==> src/design/nmrn_pkg.sv <==
// ----------------------------------------------------------------------------
// nmrn_pkg
// Shared types, constants and elaboration-time tables for the nontwist map
// rotation number engine.
// ----------------------------------------------------------------------------
`default_nettype none

package nmrn_pkg;

  // fixed-point format of the fields and the internal 64-bit datapath word
  localparam int FRAC_BITS     = 40;
  localparam int STEP_BITS     = 21;
  localparam int WORD_BITS     = 48;
  localparam int CORD_FRAC     = 60;
  localparam int CORDIC_ROUNDS = 40;
  localparam int K_BITS        = $clog2(CORDIC_ROUNDS);
  localparam int CUT_BITS      = 47;
  localparam int ADDR_BITS     = 5;
  localparam int DATA_BITS     = 64;

  typedef logic signed [63:0]          acc_t;
  typedef logic signed [WORD_BITS-1:0] word_t;
  typedef logic [STEP_BITS-1:0]        step_t;

  localparam acc_t  SAT_MAX   = 64'sh7FFF_FFFF_FFFF_FFFF;
  localparam acc_t  ONE       = 64'sd1 <<< FRAC_BITS;
  localparam acc_t  QUARTER   = 64'sd1 <<< (FRAC_BITS - 2);
  localparam step_t MAX_STEPS = step_t'(1) << (STEP_BITS - 1);
  localparam step_t MIN_STEPS = step_t'(2);

  localparam logic [63:0] C_ONE = 64'd1 << CORD_FRAC;

  // register map
  typedef enum logic [1:0] {
    REG_ITER_LIMIT = 2'd0,
    REG_SETTLE_LAG = 2'd1,
    REG_CONV_CUT   = 2'd2,
    REG_POINT_SEL  = 2'd3
  } reg_idx_e;

  typedef struct packed {
    step_t               iteration_limit;
    step_t               settle_lag;
    logic [CUT_BITS-1:0] conv_cutoff;
    logic                point_select;
  } cfg_t;

  // datapath commands
  typedef enum logic [4:0] {
    OP_NONE,
    OP_LOAD,
    OP_MUL_THETA,
    OP_MUL_BS,
    OP_MUL_YY,
    OP_MUL_AW,
    OP_CORDIC_INIT,
    OP_CORDIC_STEP,
    OP_SINE,
    OP_UPD_Y,
    OP_UPD_W,
    OP_UPD_X,
    OP_OMO1,
    OP_DIV_START,
    OP_TRACK,
    OP_PUBLISH
  } cmd_e;

  typedef struct packed {
    logic mul_done;
    logic div_done;
    logic cordic_last;
    logic first_step;
    logic keep_going;
    logic out_busy;
  } status_t;

  typedef enum logic [4:0] {
    ST_IDLE,
    ST_THETA,
    ST_THETA_WAIT,
    ST_CORDIC_INIT,
    ST_CORDIC,
    ST_SINE,
    ST_BS,
    ST_BS_WAIT,
    ST_UPD_Y,
    ST_YY,
    ST_YY_WAIT,
    ST_UPD_W,
    ST_AW,
    ST_AW_WAIT,
    ST_UPD_X,
    ST_OMO1,
    ST_DIV,
    ST_DIV_WAIT,
    ST_TRACK,
    ST_CHECK,
    ST_DONE,
    ST_PUBLISH
  } state_e;

  typedef struct packed {
    word_t omega;
    logic  omega_undefined;
    step_t conv_step;
    word_t max_diff;
    logic  max_diff_valid;
    step_t max_diff_step;
    word_t omega_max;
    step_t omega_max_step;
    word_t omega_min;
    step_t omega_min_step;
  } res_t;

  // long division by shift and subtract, elaboration only
  function automatic logic [63:0] cdiv(input logic [63:0] n, input logic [63:0] d);
    logic [64:0] rem;
    logic [63:0] q;
    rem = '0;
    q   = '0;
    for (int j = 63; j >= 0; j--) begin
      rem = {rem[63:0], n[j]};
      if (rem >= {1'b0, d}) begin
        rem  = rem - {1'b0, d};
        q[j] = 1'b1;
      end
    end
    return q;
  endfunction

  // arctan(1/nn) by its series
  function automatic longint atan_recip(input longint nn);
    longint pw, sum, m, t, nn2;
    pw  = longint'(cdiv(C_ONE, nn));
    sum = 0;
    m   = 0;
    nn2 = nn * nn;
    while (pw != 0) begin
      t   = longint'(cdiv(pw, 2 * m + 1));
      sum = m[0] ? sum - t : sum + t;
      pw  = longint'(cdiv(pw, nn2));
      m++;
    end
    return sum;
  endfunction

  // arctan(2^-k) by its series
  function automatic longint atan_pow2(input int k);
    longint pw, sum, m, t;
    int     sh;
    pw  = longint'(C_ONE >> k);
    sum = 0;
    m   = 0;
    sh  = 2 * k;
    while (pw != 0) begin
      t   = longint'(cdiv(pw, 2 * m + 1));
      sum = m[0] ? sum - t : sum + t;
      pw  = (sh < 63) ? (pw >>> sh) : 0;
      m++;
    end
    return sum;
  endfunction

  typedef logic signed [63:0] atn_tab_t [CORDIC_ROUNDS];

  function automatic atn_tab_t build_atn();
    atn_tab_t t;
    longint   qpi;
    qpi  = 4 * atan_recip(5) - atan_recip(239);
    t[0] = qpi;
    for (int k = 1; k < CORDIC_ROUNDS; k++) begin
      t[k] = atan_pow2(k);
    end
    return t;
  endfunction

  localparam atn_tab_t ATN    = build_atn();
  localparam acc_t     TWO_PI = ATN[0] <<< 3;

  // raw cordic gain from a unit vector at zero angle
  function automatic logic [63:0] cordic_gain(input atn_tab_t t);
    longint x, y, z, xs, ys;
    x = longint'(C_ONE);
    y = 0;
    z = 0;
    for (int k = 0; k < CORDIC_ROUNDS; k++) begin
      xs = x >>> k;
      ys = y >>> k;
      if (z >= 0) begin
        x = x - ys;
        y = y + xs;
        z = z - t[k];
      end else begin
        x = x + ys;
        y = y - xs;
        z = z + t[k];
      end
    end
    return 64'(x);
  endfunction

  // floor(2^e / d)
  function automatic logic [63:0] pow2_div(input int e, input logic [63:0] d);
    logic [64:0] rem;
    logic [63:0] q;
    rem = '0;
    q   = '0;
    for (int j = e; j >= 0; j--) begin
      rem = {rem[63:0], (j == e)};
      q   = {q[62:0], 1'b0};
      if (rem >= {1'b0, d}) begin
        rem  = rem - {1'b0, d};
        q[0] = 1'b1;
      end
    end
    return q;
  endfunction

  localparam acc_t KINV = acc_t'(pow2_div(2 * CORD_FRAC, cordic_gain(ATN)));

endpackage

`default_nettype wire

==> src/design/nmrn_ctrl.sv <==
// ----------------------------------------------------------------------------
// nmrn_ctrl
// Controller: sequences each map step through the shared units and decides
// when an orbit has settled.
// ----------------------------------------------------------------------------
`default_nettype none

module nmrn_ctrl (
  input  logic              clk_i,
  input  logic              rst_ni,
  input  logic              in_valid_i,
  output logic              in_ready_o,
  input  nmrn_pkg::status_t status_i,
  output nmrn_pkg::cmd_e    cmd_o
);

  nmrn_pkg::state_e state_q, state_d;

  // state register
  always_ff @(posedge clk_i or negedge rst_ni) begin
    if (!rst_ni) begin
      state_q <= nmrn_pkg::ST_IDLE;
    end else begin
      state_q <= state_d;
    end
  end

  // next state
  always_comb begin
    state_d = state_q;
    unique case (state_q)
      nmrn_pkg::ST_IDLE:        if (in_valid_i) state_d = nmrn_pkg::ST_THETA;
      nmrn_pkg::ST_THETA:       state_d = nmrn_pkg::ST_THETA_WAIT;
      nmrn_pkg::ST_THETA_WAIT:  if (status_i.mul_done) state_d = nmrn_pkg::ST_CORDIC_INIT;
      nmrn_pkg::ST_CORDIC_INIT: state_d = nmrn_pkg::ST_CORDIC;
      nmrn_pkg::ST_CORDIC:      if (status_i.cordic_last) state_d = nmrn_pkg::ST_SINE;
      nmrn_pkg::ST_SINE:        state_d = nmrn_pkg::ST_BS;
      nmrn_pkg::ST_BS:          state_d = nmrn_pkg::ST_BS_WAIT;
      nmrn_pkg::ST_BS_WAIT:     if (status_i.mul_done) state_d = nmrn_pkg::ST_UPD_Y;
      nmrn_pkg::ST_UPD_Y:       state_d = nmrn_pkg::ST_YY;
      nmrn_pkg::ST_YY:          state_d = nmrn_pkg::ST_YY_WAIT;
      nmrn_pkg::ST_YY_WAIT:     if (status_i.mul_done) state_d = nmrn_pkg::ST_UPD_W;
      nmrn_pkg::ST_UPD_W:       state_d = nmrn_pkg::ST_AW;
      nmrn_pkg::ST_AW:          state_d = nmrn_pkg::ST_AW_WAIT;
      nmrn_pkg::ST_AW_WAIT:     if (status_i.mul_done) state_d = nmrn_pkg::ST_UPD_X;
      nmrn_pkg::ST_UPD_X: begin
        state_d = status_i.first_step ? nmrn_pkg::ST_OMO1 : nmrn_pkg::ST_DIV;
      end
      nmrn_pkg::ST_OMO1:        state_d = nmrn_pkg::ST_THETA;
      nmrn_pkg::ST_DIV:         state_d = nmrn_pkg::ST_DIV_WAIT;
      nmrn_pkg::ST_DIV_WAIT:    if (status_i.div_done) state_d = nmrn_pkg::ST_TRACK;
      nmrn_pkg::ST_TRACK:       state_d = nmrn_pkg::ST_CHECK;
      nmrn_pkg::ST_CHECK: begin
        state_d = status_i.keep_going ? nmrn_pkg::ST_THETA : nmrn_pkg::ST_DONE;
      end
      nmrn_pkg::ST_DONE:        if (!status_i.out_busy) state_d = nmrn_pkg::ST_PUBLISH;
      nmrn_pkg::ST_PUBLISH:     state_d = nmrn_pkg::ST_IDLE;
      default:                  state_d = nmrn_pkg::ST_IDLE;
    endcase
  end

  // outputs
  always_comb begin
    in_ready_o = 1'b0;
    cmd_o      = nmrn_pkg::OP_NONE;
    unique case (state_q)
      nmrn_pkg::ST_IDLE: begin
        in_ready_o = 1'b1;
        cmd_o      = nmrn_pkg::OP_LOAD;
      end
      nmrn_pkg::ST_THETA:       cmd_o = nmrn_pkg::OP_MUL_THETA;
      nmrn_pkg::ST_CORDIC_INIT: cmd_o = nmrn_pkg::OP_CORDIC_INIT;
      nmrn_pkg::ST_CORDIC:      cmd_o = nmrn_pkg::OP_CORDIC_STEP;
      nmrn_pkg::ST_SINE:        cmd_o = nmrn_pkg::OP_SINE;
      nmrn_pkg::ST_BS:          cmd_o = nmrn_pkg::OP_MUL_BS;
      nmrn_pkg::ST_UPD_Y:       cmd_o = nmrn_pkg::OP_UPD_Y;
      nmrn_pkg::ST_YY:          cmd_o = nmrn_pkg::OP_MUL_YY;
      nmrn_pkg::ST_UPD_W:       cmd_o = nmrn_pkg::OP_UPD_W;
      nmrn_pkg::ST_AW:          cmd_o = nmrn_pkg::OP_MUL_AW;
      nmrn_pkg::ST_UPD_X:       cmd_o = nmrn_pkg::OP_UPD_X;
      nmrn_pkg::ST_OMO1:        cmd_o = nmrn_pkg::OP_OMO1;
      nmrn_pkg::ST_DIV:         cmd_o = nmrn_pkg::OP_DIV_START;
      nmrn_pkg::ST_TRACK:       cmd_o = nmrn_pkg::OP_TRACK;
      nmrn_pkg::ST_PUBLISH:     cmd_o = nmrn_pkg::OP_PUBLISH;
      default:                  cmd_o = nmrn_pkg::OP_NONE;
    endcase
  end

endmodule

`default_nettype wire

==> config.mk <==
export PLATFORM = sky130hd
export DESIGN_NAME = nmrn_ctrl
export DESIGN_NICKNAME = d
export VERILOG_FILES = /design/src/design/nmrn_pkg.sv /design/src/design/nmrn_ctrl.sv
export SDC_FILE = /design/constraint.sdc
export NUM_CORES = 1
export LEC_CHECK = 0
export BUFFER_PORTS_ARGS = -buffer_cell sky130_fd_sc_hd__buf_4
export CORE_AREA = 2 2 39 41
export CTS_BUF_LIST = sky130_fd_sc_hd__clkbuf_16
export CTS_CLUSTER_SIZE = 8
export DETAILED_ROUTE_END_ITERATION = 7
export DIE_AREA = 0 0 41 43
export HOLD_SLACK_MARGIN = 0.12
export PLACE_DENSITY = 0.77
export SLEW_MARGIN = 20
export SYNTH_ARGS = -nofsm -noshare
export SYNTH_HDL_FRONTEND = slang
export SYNTH_SLANG_ARGS = --single-unit
export TNS_END_PERCENT = 30
==> constraint.sdc <==
create_clock -name clk_i -period 3.69 [get_ports clk_i]
set_input_delay 0.738 -clock clk_i [delete_from_list [all_inputs] [get_ports clk_i]]
set_output_delay 0.738 -clock clk_i [all_outputs]
set_load 0.05 [all_outputs]
==> flow_metrics.py <==
metrics = {
    "placed_design": {
        "routabilityCongestion": 0.853,
        "placement.io_buffers": 13,
        "place_inst": 111,
        "dpl.hpwl_um": 988,
        "placed_area_um2": 754,
        "place_ws_ps": 1120,
    },
    "synth": {
        "yosys_warnings": 0,
        "avgSynthCellArea_um2": 7.51,
        "synth_seq_cells": 5,
        "yosysSeqAreaShare": 0.179,
        "synth_cell_types": 45,
        "synth-simple-area-share": 0.323,
        "synth-xor-area-share": 0.0376,
        "netlist_area_um2": 698,
        "synth_compound_area_frac": 0.305,
        "ys.flop_type": "dfrtp_1",
        "synth-adder-area-share": 0.0143,
        "synth_top_family_by_area": "simple AND/OR/NAND/NOR gates",
        "synth.net_count": 102,
        "yosys-top-cells-area": "dfrtp_1, clkbuf_1, nand2_1",
        "synth_area_leader_cell": "dfrtp_1",
        "synth_top_area_share": 0.179,
        "synth_cells": 93,
        "synth_enable_flop_cells": 0,
        "muxShareOfSynthArea": 0.0215,
        "ys_async_sr_fraction": 1.00,
    },
    "global_routing": {
        "grt_use_total": 0.205,
        "antenna_found_initial": 0,
        "grt_pass1_vias": 586,
        "grt_max_degree": 29,
        "overflow": 0,
        "grt_pass1_wl_um": 2530,
    },
    "timing": {
        "max_freq_mhz": 350,
        "rsz0062_at_grt": "no",
        "skew_ps": 1.95,
        "slew_viol_final": 0,
        "min_period_ps": 2850,
        "finalHoldViolCount": 0,
        "max_slew.worst_pin.slew_ps": 681,
        "setup_viol": 0,
        "fin_ws_ps": 835,
        "fin_tns_setup_ps": 0,
        "slew_headroom": 0.546,
        "finalCritPeriodShare": 0.774,
    },
    "final_layout": {
        "postLayoutCellArea_um2": 833,
        "largest-register": "state_q",
        "area_growth_pct": 19.4,
        "multiInputGateArea_um2": 493,
        "final_common_cell": "buf_4",
        "largest_reg_flops": 5,
        "drive_gt1_frac": 0.202,
        "regArea_um2": 125,
        "largest_registers": "state_q: 5 flops",
        "nets": 109,
        "final_cell_mix": "buf_4, nor2_1, nand2_1",
        "diodes": 0,
        "n_fill_cell": 134,
        "final_cells": 115,
    },
    "clock_tree": {
        "clk_pin_slew_ps": 30,
        "htreeDepth": 1,
        "cts_setup_buffers": 0,
        "cts_tree": "yes",
        "ctsHoldBuffers": 0,
        "cts_num_sinks": 5,
        "cts-buffers-inserted": 3,
        "cts_resized": 0,
        "clock_latency_ps": 230,
        "cts_buffer_depth": 2,
        "cts_root_buffer": "clkbuf_16",
    },
    "setup_path": {
        "crit_chain": "inv_1 -> or4_1 -> o211ai_1 -> o31a_1 -> buf_4",
        "cp_num_cells": 5,
        "path_delay_family": "flip-flops",
        "reg2reg_depth": 4,
        "crit_type": "reg2out",
        "required_ps": 2950,
        "cp_num_buf_inv": 2,
        "startpoint_type": "register",
        "arrival_ps": 2120,
        "end_kind": "output pin",
        "cp_max_fo": 18,
        "crit_slowest_cell": "dfrtp_1",
        "max_stage_delay_ps": 650,
    },
    "floorplanning": {
        "die_area_mm2": 0.00176,
        "core_mm2": 0.00138,
        "rows": 14,
        "io_pins": 15,
        "die_w_um": 41,
        "die_h_um": 43,
        "initial_core_util": 0.505,
    },
    "routing": {
        "routedWlPerCell_um": 13.2,
        "antenna_left": 0,
        "drt-total-wl_um": 1520,
        "routed_via_density": 5.88,
        "drtPass1Iterations": 3,
        "drt_iter0_markers": 8,
        "vias": 676,
        "drc": 0,
    },
    "outcome": {
        "outcome": "completed",
    },
    "hold_path": {
        "min-delay-path-class": "in2async",
    },
    "job": {
        "maxCapViolCount": 0,
    },
}
[worst register-to-register path, cell delays in order, from the launching register on]
cell and delay [ps]:
dfrtp_1 620, or4_1 660, a211o_1 320, and3_4 190
mux2_4 290
[routing by layer]
metal / wire length, µm / up-vias / global-route usage / part of all wire
met5: 0 / - / 0 / 0
met4: 17 / 0 / 0.0400 / 0.011
met3: 71 / 2 / 0.0471 / 0.047
met2: 703 / 12 / 0.313 / 0.46
met1: 727 / 306 / 0.289 / 0.48
li1: - / 356 / - / -
[final cells by class]
cell class                      count  area share
Tap cell                           16      0.0240
Multi-Input combinational cell     73       0.592
Sequential cell                     5       0.150
Clock inverter                      1     0.00450
Timing Repair Buffer               14       0.126
Clock buffer                        3      0.0901
Inverter                            3      0.0135
[cell usage after synthesis (2+ instances only)]
| master | number |
|---|---|
| a21oi_1 | 5 |
| a2bb2oi_1 | 2 |
| a31oi_1 | 2 |
| and3b_1 | 2 |
| and4b_1 | 2 |
| buf_4 | 2 |
| buf_6 | 2 |
| clkbuf_1 | 7 |
| dfrtp_1 | 5 |
| inv_1 | 3 |
| nand2_1 | 7 |
| nand2b_1 | 3 |
| nand3_1 | 2 |
| nand3b_1 | 3 |
| nor2_1 | 7 |
| nor3b_1 | 2 |
| o21ai_0 | 4 |
| o21bai_1 | 2 |
| o22ai_1 | 2 |
| or4_1 | 2 |
| xnor2_1 | 3 |
[metrics by stage]
step / util / hold WS (ps)
floorplan: - / 442
global placement: 0.545 / 541
detailed placement: 0.545 / 541
CTS: 0.602 / 302
global route: 0.602 / 303
finish: 0.602 / 303
[cell families (layout without fill, tap and decap cells)]
kind of cell | Yosys count | after routing
AND/OR/NAND/NOR | 37 | 37
multiplexers | 1 | 1
adder cells (fa/ha/maj) | 1 | 1
flip-flops | 5 | 5
AO/OA/AOI/OAI | 30 | 30
XOR/XNOR | 3 | 3
other | 1 | 1
buffers and inverters | 15 | 21
[worst paths after layout]
| kind | from | slack [ps] | endpoint |
|---|---|---|---|
| min in group clk_i | state_q[4]$_DFFE_PN0P_ | 780 | state_q[3]$_DFFE_PN0P_ |
| min reg2reg | state_q[4]$_DFFE_PN0P_ | 780 | state_q[3]$_DFFE_PN0P_ |
| max in group asynchronous | rst_ni | 3280 | state_q[0]$_DFFE_PN0P_ |
| min | rst_ni | 300 | state_q[3]$_DFFE_PN0P_ |
| max reg2reg | state_q[1]$_DFFE_PN0P_ | 1490 | state_q[1]$_DFFE_PN0P_ |
| max | state_q[4]$_DFFE_PN0P_ | 840 | cmd_o[2] |
Power is left out: the tool's default activity adds up to more than one toggle a clock period on the data nets, which glitch-free logic cannot reach.
